`config.mk`:
```
export PLATFORM = sky130hd
export DESIGN_NAME = link_sleep_state_accounting_unit
export DESIGN_NICKNAME = d
export VERILOG_FILES = /design/src/rtl/lssa_pkg.sv /design/src/rtl/lssa_front.sv /design/src/rtl/lssa_queue.sv /design/src/rtl/lssa_back.sv /design/src/rtl/link_sleep_state_accounting_unit.sv
export VERILOG_INCLUDE_DIRS = /design/src /design/src/rtl
export SDC_FILE = /design/constraint.sdc
export NUM_CORES = 2
export LEC_CHECK = 0
export BUFFER_PORTS_ARGS = -buffer_cell sky130_fd_sc_hd__clkbuf_2
export CORE_MARGIN = 1
export CORE_UTILIZATION = 42
export DETAILED_ROUTE_END_ITERATION = 10
export PLACE_DENSITY_LB_ADDON = 0.3
export SKIP_LAST_GASP = 1
export SYNTH_ARGS = -nofsm -noshare
export SYNTH_HDL_FRONTEND = slang
export SYNTH_SLANG_ARGS = --single-unit
```
`constraint.sdc`:
```
create_clock -name clk -period 10.3 [get_ports clk]
set_input_delay 0.515 -clock clk [delete_from_list [all_inputs] [get_ports clk]]
set_output_delay 0.515 -clock clk [all_outputs]
set_load 0.02 [all_outputs]
```
`src/rtl/link_sleep_state_accounting_unit_defines.svh`:
```
// Assertion macros for the link sleep-state accounting RTL, used by lssa_queue.
// Expects signals clk and arst_n in the scope of each use.
`ifndef LINK_SLEEP_STATE_ACCOUNTING_UNIT_DEFINES_SVH
`define LINK_SLEEP_STATE_ACCOUNTING_UNIT_DEFINES_SVH

// same-cycle implication, disabled during reset
`define LSSA_ASSERT_IMP(label, ante, cons, msg) \
	label: assert property (@(posedge clk) disable iff (!arst_n) (ante) |-> (cons)) \
		else $error(msg);

// next-cycle implication, disabled during reset
`define LSSA_ASSERT_NXT(label, ante, cons, msg) \
	label: assert property (@(posedge clk) disable iff (!arst_n) (ante) |=> (cons)) \
		else $error(msg);

`endif

```
`src/rtl/lssa_pkg.sv`:
```
// Types, constants and saturating helpers for the link sleep-state accounting unit.
// No dependencies; imported by every module of the block.
`default_nettype none

package lssa_pkg;

	localparam int LINK_COUNT_DEF  = 2;
	localparam int QUEUE_DEPTH_DEF = 2;

	localparam int TIME_W   = 48;
	localparam int CNT_W    = 32;
	localparam int WAKE_W   = 16;
	localparam int CHARGE_W = 34;
	localparam int REPORT_W = 33;
	localparam int ADDR_W   = 4;
	localparam int DATA_W   = 32;

	localparam logic [TIME_W-1:0]   MAX48      = {TIME_W{1'b1}};
	localparam logic [CNT_W-1:0]    MAX32      = {CNT_W{1'b1}};
	localparam logic [CHARGE_W-1:0] MAX_CHARGE = 34'd8589934590;

	localparam logic [WAKE_W-1:0] WAKE_RST = 16'd100;
	localparam logic [CNT_W-1:0]  CHAN_RST = 32'd0;
	localparam logic [CNT_W-1:0]  MON_RST  = 32'd50000;

	typedef enum logic [1:0] {
		REG_WAKE    = 2'd0,
		REG_CHANNEL = 2'd1,
		REG_MONITOR = 2'd2
	} reg_idx_t;

	typedef enum logic [1:0] {
		MODE_IDLE  = 2'd0,
		MODE_SLEEP = 2'd1,
		MODE_TX    = 2'd2
	} mode_t;

	typedef struct packed {
		logic [WAKE_W-1:0] wake_delay;
		logic [CNT_W-1:0]  channel_delay;
		logic [CNT_W-1:0]  monitor_interval;
	} cfg_t;

	// classified event, handed from front to back
	typedef struct packed {
		logic                in_range;
		logic                is_tx;
		logic                add_idle;
		logic                add_sleep;
		logic                count_entry;
		logic                direction;
		mode_t               mode_new;
		logic                suspended;
		logic [TIME_W-1:0]   elapsed;
		logic [CHARGE_W-1:0] charge;
		logic [TIME_W-1:0]   now;
		logic [TIME_W-1:0]   tick_ev;
	} item_t;

	typedef struct packed {
		mode_t               link_mode;
		logic [TIME_W-1:0]   event_time;
		logic                check_suspended;
		logic [REPORT_W-1:0] transmit_charge;
		logic [TIME_W-1:0]   idle_total;
		logic [TIME_W-1:0]   sleep_total;
		logic [TIME_W-1:0]   transmit_total;
		logic [CNT_W-1:0]    packet_count;
		logic [CNT_W-1:0]    sleep_entries;
	} result_t;

	function automatic logic [TIME_W-1:0] add_sat48(input logic [TIME_W-1:0] a,
			input logic [TIME_W-1:0] b);
		logic [TIME_W:0] s;
		s = {1'b0, a} + {1'b0, b};
		return s[TIME_W] ? MAX48 : s[TIME_W-1:0];
	endfunction

	function automatic logic [CNT_W-1:0] inc_sat32(input logic [CNT_W-1:0] a);
		return (a == MAX32) ? a : a + CNT_W'(1);
	endfunction

endpackage

`default_nettype wire

```
`src/rtl/lssa_front.sv`:
```
// Front end: accepts events, tracks mode, sample time and suspension per link,
// and classifies each event into an item_t for the back end. Uses lssa_pkg.
`default_nettype none

module lssa_front import lssa_pkg::*; #(
	parameter int LINK_COUNT = LINK_COUNT_DEF
) (
	input  wire logic              clk,
	input  wire logic              arst_n,
	input  wire cfg_t              cfg,
	input  wire logic              in_valid,
	output logic                   in_ready,
	input  wire logic              action,
	input  wire logic              direction,
	input  wire logic [TIME_W-1:0] now_ns,
	input  wire logic [CNT_W-1:0]  tx_time_ns,
	input  wire logic              queue_full,
	output logic                   push,
	output item_t                  item
);

	localparam int LIDX_W = (LINK_COUNT > 1) ? $clog2(LINK_COUNT) : 1;

	mode_t             mode_q [LINK_COUNT];
	logic [TIME_W-1:0] last_q [LINK_COUNT];
	logic              susp_q [LINK_COUNT];

	logic              in_range;
	logic [LIDX_W-1:0] idx;
	mode_t             mode_old;
	logic              susp_old;
	logic [TIME_W:0]   diff;
	logic [CNT_W-1:0]  penalty;
	logic              tick_susp;
	mode_t             tick_mode;

	assign in_ready = !queue_full;
	assign push     = in_valid && in_ready;

	always_comb begin
		in_range = (32'(direction) < 32'(LINK_COUNT));
		idx      = in_range ? LIDX_W'(direction) : '0;
		mode_old = mode_q[idx];
		susp_old = susp_q[idx];
		diff     = {1'b0, now_ns} - {1'b0, last_q[idx]};

		unique case (mode_old)
			MODE_IDLE: begin
				tick_mode = MODE_SLEEP;
				tick_susp = 1'b1;
			end
			MODE_SLEEP: begin
				tick_mode = MODE_SLEEP;
				tick_susp = susp_old;
			end
			default: begin
				tick_mode = MODE_IDLE;
				tick_susp = 1'b0;
			end
		endcase
		penalty = (mode_old == MODE_SLEEP) ? CNT_W'(cfg.wake_delay) : '0;

		item.in_range    = in_range;
		item.is_tx       = !action;
		item.add_idle    = (mode_old == MODE_IDLE);
		item.add_sleep   = (mode_old == MODE_SLEEP);
		item.count_entry = action && (mode_old == MODE_IDLE);
		item.direction   = direction;
		item.mode_new    = action ? tick_mode : MODE_TX;
		item.suspended   = action ? tick_susp : 1'b0;
		// time going backwards charges nothing
		item.elapsed     = diff[TIME_W] ? '0 : diff[TIME_W-1:0];
		item.charge      = CHARGE_W'(tx_time_ns) + CHARGE_W'(cfg.channel_delay)
			+ CHARGE_W'(penalty);
		item.now         = now_ns;
		item.tick_ev     = tick_susp ? '0
			: add_sat48(now_ns, TIME_W'(cfg.monitor_interval));
	end

	always_ff @(posedge clk or negedge arst_n) begin
		if (!arst_n) begin
			for (int i = 0; i < LINK_COUNT; i++) begin
				mode_q[i] <= MODE_IDLE;
				last_q[i] <= '0;
				susp_q[i] <= 1'b0;
			end
		end else if (push && in_range) begin
			mode_q[idx] <= item.mode_new;
			susp_q[idx] <= item.suspended;
			// only a tick moves the sample time
			if (action) begin
				last_q[idx] <= now_ns;
			end
		end
	end

endmodule

`default_nettype wire

```
`src/rtl/lssa_queue.sv`:
```
// Short FIFO of classified items between front and back end.
// Uses lssa_pkg for item_t and the assertion macros header.
`default_nettype none
`include "link_sleep_state_accounting_unit_defines.svh"

module lssa_queue import lssa_pkg::*; #(
	parameter int DEPTH = QUEUE_DEPTH_DEF
) (
	input  wire logic  clk,
	input  wire logic  arst_n,
	input  wire logic  push,
	input  wire item_t wr_item,
	output logic       full,
	output logic       not_empty,
	input  wire logic  pop,
	output item_t      rd_item
);

	localparam int PTR_W = (DEPTH > 1) ? $clog2(DEPTH) : 1;
	localparam int CNT_W = $clog2(DEPTH + 1);

	item_t            mem_q [DEPTH];
	logic [PTR_W-1:0] wr_ptr_q;
	logic [PTR_W-1:0] rd_ptr_q;
	logic [CNT_W-1:0] count_q;

	function automatic logic [PTR_W-1:0] next_ptr(input logic [PTR_W-1:0] p);
		return (p == PTR_W'(DEPTH - 1)) ? '0 : p + PTR_W'(1);
	endfunction

	assign full      = (count_q == CNT_W'(DEPTH));
	assign not_empty = (count_q != '0);
	assign rd_item   = mem_q[rd_ptr_q];

	always_ff @(posedge clk) begin
		if (push) begin
			mem_q[wr_ptr_q] <= wr_item;
		end
	end

	always_ff @(posedge clk or negedge arst_n) begin
		if (!arst_n) begin
			wr_ptr_q <= '0;
			rd_ptr_q <= '0;
			count_q  <= '0;
		end else begin
			if (push) begin
				wr_ptr_q <= next_ptr(wr_ptr_q);
			end
			if (pop) begin
				rd_ptr_q <= next_ptr(rd_ptr_q);
			end
			if (push && !pop) begin
				count_q <= count_q + CNT_W'(1);
			end else if (pop && !push) begin
				count_q <= count_q - CNT_W'(1);
			end
		end
	end

	`LSSA_ASSERT_IMP(a_count_bound, 1'b1, count_q <= CNT_W'(DEPTH), "queue count above depth")
	`LSSA_ASSERT_NXT(a_push_grows, push && !pop, count_q == $past(count_q) + CNT_W'(1), "push lost")
	`LSSA_ASSERT_NXT(a_both_hold, push && pop, $stable(count_q) && (wr_ptr_q != $past(wr_ptr_q) || DEPTH == 1), "push and pop unbalanced")

endmodule

`default_nettype wire

```
`src/rtl/lssa_back.sv`:
```
// Back end: pops classified items, updates the per-link totals and counters
// and holds the result in an output register. Uses lssa_pkg.
`default_nettype none

module lssa_back import lssa_pkg::*; #(
	parameter int LINK_COUNT = LINK_COUNT_DEF
) (
	input  wire logic  clk,
	input  wire logic  arst_n,
	input  wire logic  q_valid,
	input  wire item_t q_item,
	output logic       pop,
	output logic       out_valid,
	input  wire logic  out_ready,
	output result_t    result
);

	localparam int LIDX_W = (LINK_COUNT > 1) ? $clog2(LINK_COUNT) : 1;

	logic [TIME_W-1:0] idle_q  [LINK_COUNT];
	logic [TIME_W-1:0] sleep_q [LINK_COUNT];
	logic [TIME_W-1:0] tx_q    [LINK_COUNT];
	logic [CNT_W-1:0]  pkt_q   [LINK_COUNT];
	logic [CNT_W-1:0]  entry_q [LINK_COUNT];

	logic              out_valid_q;
	result_t           res_q;

	logic [LIDX_W-1:0] idx;
	logic [TIME_W-1:0] idle_nx;
	logic [TIME_W-1:0] sleep_nx;
	logic [TIME_W-1:0] tx_nx;
	logic [CNT_W-1:0]  pkt_nx;
	logic [CNT_W-1:0]  entry_nx;
	result_t           res_nx;

	assign pop       = q_valid && (!out_valid_q || out_ready);
	assign out_valid = out_valid_q;
	assign result    = res_q;

	always_comb begin
		idx      = q_item.in_range ? LIDX_W'(q_item.direction) : '0;
		idle_nx  = q_item.add_idle ? add_sat48(idle_q[idx], q_item.elapsed) : idle_q[idx];
		sleep_nx = q_item.add_sleep ? add_sat48(sleep_q[idx], q_item.elapsed)
			: sleep_q[idx];
		tx_nx    = q_item.is_tx ? add_sat48(tx_q[idx], TIME_W'(q_item.charge)) : tx_q[idx];
		pkt_nx   = q_item.is_tx ? inc_sat32(pkt_q[idx]) : pkt_q[idx];
		entry_nx = q_item.count_entry ? inc_sat32(entry_q[idx]) : entry_q[idx];

		res_nx = '0;
		if (q_item.in_range) begin
			res_nx.link_mode       = q_item.mode_new;
			res_nx.check_suspended = q_item.suspended;
			res_nx.idle_total      = idle_nx;
			res_nx.sleep_total     = sleep_nx;
			res_nx.transmit_total  = tx_nx;
			res_nx.packet_count    = pkt_nx;
			res_nx.sleep_entries   = entry_nx;
			if (q_item.is_tx) begin
				res_nx.event_time      = add_sat48(q_item.now, TIME_W'(q_item.charge));
				res_nx.transmit_charge = (q_item.charge > MAX_CHARGE)
					? MAX_CHARGE[REPORT_W-1:0] : q_item.charge[REPORT_W-1:0];
			end else begin
				res_nx.event_time = q_item.tick_ev;
			end
		end
	end

	always_ff @(posedge clk) begin
		if (pop) begin
			res_q <= res_nx;
		end
	end

	always_ff @(posedge clk or negedge arst_n) begin
		if (!arst_n) begin
			out_valid_q <= 1'b0;
			for (int i = 0; i < LINK_COUNT; i++) begin
				idle_q[i]  <= '0;
				sleep_q[i] <= '0;
				tx_q[i]    <= '0;
				pkt_q[i]   <= '0;
				entry_q[i] <= '0;
			end
		end else begin
			if (pop) begin
				out_valid_q <= 1'b1;
			end else if (out_ready) begin
				out_valid_q <= 1'b0;
			end
			if (pop && q_item.in_range) begin
				idle_q[idx]  <= idle_nx;
				sleep_q[idx] <= sleep_nx;
				tx_q[idx]    <= tx_nx;
				pkt_q[idx]   <= pkt_nx;
				entry_q[idx] <= entry_nx;
			end
		end
	end

endmodule

`default_nettype wire

```
`src/rtl/link_sleep_state_accounting_unit.sv`:
```
// Link sleep-state accounting unit: top level with the APB register file.
// An accepted event goes into the queue, then its result into the output reg. While
// out_ready is high: one event per cycle; the back end retires one queue entry per cycle.
// The per-link state read-modify-write in the front and back end sets that rate.
// Reset (arst_n low, asynchronous): all modes idle, all totals, counters and times zero,
// registers to wake 100 ns, channel 0 ns, monitor 50000 ns; no clearing pass.
`default_nettype none

module link_sleep_state_accounting_unit import lssa_pkg::*; #(
	parameter int LINK_COUNT  = LINK_COUNT_DEF,
	parameter int QUEUE_DEPTH = QUEUE_DEPTH_DEF
) (
	input  wire logic                clk,
	input  wire logic                arst_n,
	input  wire logic                psel,
	input  wire logic                penable,
	input  wire logic                pwrite,
	input  wire logic [ADDR_W-1:0]   paddr,
	input  wire logic [DATA_W-1:0]   pwdata,
	output logic [DATA_W-1:0]        prdata,
	output logic                     pready,
	input  wire logic                in_valid,
	output logic                     in_ready,
	input  wire logic                action,
	input  wire logic                direction,
	input  wire logic [TIME_W-1:0]   now_ns,
	input  wire logic [CNT_W-1:0]    tx_time_ns,
	output logic                     out_valid,
	input  wire logic                out_ready,
	output logic [1:0]               link_mode,
	output logic [TIME_W-1:0]        event_time_ns,
	output logic                     check_suspended,
	output logic [REPORT_W-1:0]      transmit_charge_ns,
	output logic [TIME_W-1:0]        idle_total_ns,
	output logic [TIME_W-1:0]        sleep_total_ns,
	output logic [TIME_W-1:0]        transmit_total_ns,
	output logic [CNT_W-1:0]         packet_count,
	output logic [CNT_W-1:0]         sleep_entries
);

	cfg_t     cfg_q;
	reg_idx_t reg_idx;
	logic     wr_en;

	logic     push;
	logic     q_full;
	logic     q_not_empty;
	logic     pop;
	item_t    wr_item;
	item_t    rd_item;
	result_t  result;

	assign pready  = 1'b1;
	assign reg_idx = reg_idx_t'(paddr[3:2]);
	assign wr_en   = psel && penable && pwrite && pready;

	always_ff @(posedge clk or negedge arst_n) begin
		if (!arst_n) begin
			cfg_q.wake_delay       <= WAKE_RST;
			cfg_q.channel_delay    <= CHAN_RST;
			cfg_q.monitor_interval <= MON_RST;
		end else if (wr_en) begin
			unique case (reg_idx)
				REG_WAKE:    cfg_q.wake_delay       <= pwdata[WAKE_W-1:0];
				REG_CHANNEL: cfg_q.channel_delay    <= pwdata;
				REG_MONITOR: cfg_q.monitor_interval <= pwdata;
				default: ;
			endcase
		end
	end

	always_comb begin
		unique case (reg_idx)
			REG_WAKE:    prdata = DATA_W'(cfg_q.wake_delay);
			REG_CHANNEL: prdata = cfg_q.channel_delay;
			REG_MONITOR: prdata = cfg_q.monitor_interval;
			default:     prdata = '0;
		endcase
	end

	lssa_front #(
		.LINK_COUNT (LINK_COUNT)
	) u_front (
		.clk        (clk),
		.arst_n     (arst_n),
		.cfg        (cfg_q),
		.in_valid   (in_valid),
		.in_ready   (in_ready),
		.action     (action),
		.direction  (direction),
		.now_ns     (now_ns),
		.tx_time_ns (tx_time_ns),
		.queue_full (q_full),
		.push       (push),
		.item       (wr_item)
	);

	lssa_queue #(
		.DEPTH (QUEUE_DEPTH)
	) u_queue (
		.clk       (clk),
		.arst_n    (arst_n),
		.push      (push),
		.wr_item   (wr_item),
		.full      (q_full),
		.not_empty (q_not_empty),
		.pop       (pop),
		.rd_item   (rd_item)
	);

	lssa_back #(
		.LINK_COUNT (LINK_COUNT)
	) u_back (
		.clk       (clk),
		.arst_n    (arst_n),
		.q_valid   (q_not_empty),
		.q_item    (rd_item),
		.pop       (pop),
		.out_valid (out_valid),
		.out_ready (out_ready),
		.result    (result)
	);

	assign link_mode          = result.link_mode;
	assign event_time_ns      = result.event_time;
	assign check_suspended    = result.check_suspended;
	assign transmit_charge_ns = result.transmit_charge;
	assign idle_total_ns      = result.idle_total;
	assign sleep_total_ns     = result.sleep_total;
	assign transmit_total_ns  = result.transmit_total;
	assign packet_count       = result.packet_count;
	assign sleep_entries      = result.sleep_entries;

endmodule

`default_nettype wire

```
==> results.md <==
* Routed vias/inst at 5.59
* Crit path buf inv count at 4
* Pin count of the biggest net entering global routing at 159
* Post-synthesis sequential area ratio at 0.506
* Initial antenna violation count at 21
* Setup TNS at 0 ns
* Clock root buffer: clkbuf_16
* Global placer's final weighted congestion at 0.926
* Total die area at ~0.17 mm2
* Nets@finish at roughly 7.3k
* Clock Latency Late Sink at 0.81 ns
* Layout cells sized above 1 at 0.161
* Hold Path Class: primary input to register
* Die X-Extent at ~400 um
* Final ANT Viol Nets at 0
* Max Cap Violations at 0
* Post-Route WL at 200000 um
* PwrDens at 391 mW/mm2
* Routed length per instance at about 22 um
* H-tree levels at 4
* First-pass GRT wire length at 304000 um
* Worst-margin pin slew at 1.12 ns
* Synth Area per Inst at 10.6 um2
* Final hold violation count at 0
* CP startpoint kind: register
* Ys flop type: edfxtp_1
* Post-Syn Area at 0.0691 mm2
* # setup viols final at 0
* Max Freq at 150 MHz
* CP arrival at 7.18 ns
* Clock buffer depth at 3
* Delay-heaviest family, CP: compound AO/OA/AOI/OAI gates
* Hpwl dp at 143000 um
* Vias at 51.5k
* Core box area at about 0.16 mm2
* Initial DRC count at roughly 4.4k
* Final Skew at around 0.032 ns
* Slew Limit Fails at 0
* Number of synthesized flops with an enable pin at between 600 and 700
* P_leak at 34.1 nW
* Crit share post-route at 0.648
* Area delta synth->final at 13.7%
* Critical Path Most Common Cell: buf_4
* FP Rows at 148
* Worst-path fanout max at 29
* Post-CTS Setup Bufs at 0
* Filler cells at about 15k
* Syn nets at around 6.9k
* Synth Instances at between 6k and 7k
* Outcome: completed
* CP endpoint kind: register
* CTS clk-pin slew, worst paths at 0.06 ns
* PortBufs at 448
* WP data required at 10.80 ns
* CP cell instances: buf_4, mux2i_1, inv_1, ha_1, fa_1, a211oi_1, o211ai_1, nor3b_1, o21ai_0, a211oi_1, a21oi_1, a31oi_1, nor4b_4, buf_4, nor2_2, buf_4, a22oi_1
* Global Route Usage Sum at 0.236
* Non-filler cells, final at 9206
* Synth cell types at 109
* Placed insts at 8899
* Die height at 408 um
* Drt pass-1 iters at 6
* Slowest stage cell, crit path: dfrtp_4
* RSZ-0062 raised after global routing: false
* Final min period at between 6 and 7 ns
* Vias in the first global route at 50.2k
* I/O pins at 452
* Max-Slew Margin vs Limit at 0.254
* Setup CP Type: register to register
* Initial Util at 0.424
* Flip-flop and latch count after synthesis at 1265
* Clk sinks at between 1k and 1.5k
* Total CTS buffers at 145
* DR DRC count at 0
* IR drop worst, VDD at between 0.0002 and 0.0003 V
* Ys Warns at 0
* Congestion Overflow GR at 0
* CTS tree: done
* Asr flop ratio synth at 0.477
* CP max stage delay at 0.74 ns
per-stage QoR:
stage | power, W | hold slack, ns | cell area, um2 | worst slack [ns] | util
after floorplan | 0.0208 | 0.219 | 69100 | 0.953 | -
after global placement | 0.0253 | 0.454 | 73500 | 3.72 | 0.451
after detailed placement | 0.0256 | 0.457 | 73500 | 3.69 | 0.451
after CTS | 0.0308 | 0.0166 | 78500 | 3.65 | 0.482
after global routing | 0.0328 | 0.0535 | 78500 | 3.35 | 0.482
final | 0.0307 | 0.0775 | 78500 | 3.62 | 0.482
flip-flops by register name (all words and copies together), names as in the netlist:
signal / flops
u_back.idle_q: 96
u_queue.count_q: 2
u_back.tx_q: 96
u_back.pkt_q: 64
u_queue.wr_ptr_q: 1
u_back.entry_q: 64
u_front.susp_q: 2
u_back.sleep_q: 96
u_back.out_valid: 1
u_queue.rd_ptr_q: 1
u_front.mode_q: 4
u_back.result: 292
u_queue.mem_q: 370
cfg_q: 80
u_front.last_q: 96
cell families (layout without fill, tap and decap cells):
group / after synthesis / in the layout / synth area share
flip-flops: 1265 / 1265 / 0.506
AO/OA/AOI/OAI: 1440 / 1440 / 0.135
multiplexers: 580 / 580 / 0.0902
XOR/XNOR: 451 / 451 / 0.0572
adder cells (fa/ha/maj): 305 / 305 / 0.0561
AND/OR/NAND/NOR: 1985 / 1985 / 0.129
buffers and inverters: 471 / 997 / 0.0270
other: 1 / 8 / 0.0000543
worst paths after layout:
kind	startpoint	to	slack [ns]	depth (start not counted)
max	u_queue.rd_ptr_q$_DFFE_PN0P_	u_back.result[256]$_DFFE_PP_	3.62	17
min	now_ns[42]	u_queue.mem_q[0][90]$_DFFE_PP_	0.08	1
max reg2reg	u_queue.rd_ptr_q$_DFFE_PN0P_	u_back.result[256]$_DFFE_PP_	3.62	17
min reg2reg	u_back.entry_q[23]$_DFFE_PN0P_	u_back.entry_q[23]$_DFFE_PN0P_	0.47	1
max in group asynchronous	arst_n	cfg_q[30]$_DFFE_PN0P_	7.60	4
min in group asynchronous	arst_n	u_back.entry_q[48]$_DFFE_PN0P_	0.39	2
power by group:
group / internal (W) / leakage, nW / switching (W)
Combinational: 0.00602 / 18.0 / 0.0107
Sequential: 0.00797 / 13.8 / 0.000964
Clock: 0.00284 / 2.25 / 0.00221
Total: 0.0168 / 34.1 / 0.0139
synth_stat cells, types with 10 or more instances:
cell type | count | area [um2]
a211oi_1 | 39 | 293
a21boi_0 | 12 | 90.1
a21o_1 | 176 | 1320
a21oi_1 | 424 | 2120
a21oi_4 | 10 | 163
a22o_1 | 17 | 149
a22oi_1 | 24 | 180
a31o_2 | 10 | 87.6
a31oi_1 | 70 | 438
and2_1 | 47 | 294
and3_1 | 42 | 263
and4_1 | 16 | 140
buf_1 | 38 | 143
buf_2 | 25 | 125
clkbuf_1 | 209 | 785
dfrtp_1 | 594 | 14900
edfxtp_1 | 662 | 19900
ha_1 | 297 | 3720
inv_1 | 190 | 713
mux2_2 | 321 | 3610
mux2i_1 | 255 | 2550
nand2_1 | 1022 | 3840
nand2b_1 | 53 | 332
nand3_1 | 105 | 526
nand4_1 | 57 | 357
nor2_1 | 383 | 1440
nor2b_1 | 63 | 394
nor3_1 | 91 | 455
nor4_1 | 25 | 156
o211ai_1 | 24 | 180
o21a_1 | 46 | 345
o21ai_0 | 287 | 1440
o21bai_1 | 36 | 270
o22a_1 | 37 | 324
o22ai_1 | 55 | 344
o31a_1 | 10 | 87.6
o31ai_1 | 49 | 368
or2_2 | 12 | 75.1
or3_1 | 24 | 150
xnor2_1 | 254 | 2220
xor2_1 | 197 | 1730
cell usage in the layout (no fill, tap or decap), drive strengths merged, types with 53 or more instances in the layout:
cell type,netlist,layout
buf,72,61
a21oi,436,436
o22ai,55,55
nand2,1023,1023
nor3,96,96
xnor2,254,254
nor2,384,384
o21ai,295,295
a21o,177,177
a31oi,72,72
dfrtp,594,594
nand4,58,58
nand2b,54,54
edfxtp,662,662
nor2b,64,64
mux2i,256,256
xor2,197,197
clkbuf,209,644
nand3,105,105
clkinv,0,53
inv,190,196
ha,297,297
mux2,324,324
what timing repair did:
item,4_1_cts,5_1_grt
endpoints found under the hold margin,181,0
hold buffers,34,0
resized for setup,0,0
cell type report:
cell class,instances,area [um2],share of cell area
inverter,190,721,0.00918
clock buffer,198,3910,0.0498
multi-input combinational,4762,32400,0.412
tap,2175,2720,0.0346
timing repair buffer,541,3090,0.0393
antenna,7,17.5,0.000223
sequential,1265,35000,0.445
clock inverter,68,747,0.00951
per-layer routing:
| layer | track usage | wire (um) |
|---|---|---|
| met5 | 0 | 101 |
| met4 | 0.0654 | 4990 |
| met3 | 0.0512 | 14800 |
| met2 | 0.367 | 89600 |
| met1 | 0.332 | 90500 |
No activity file was read; power rests on OpenSTA's default activity.
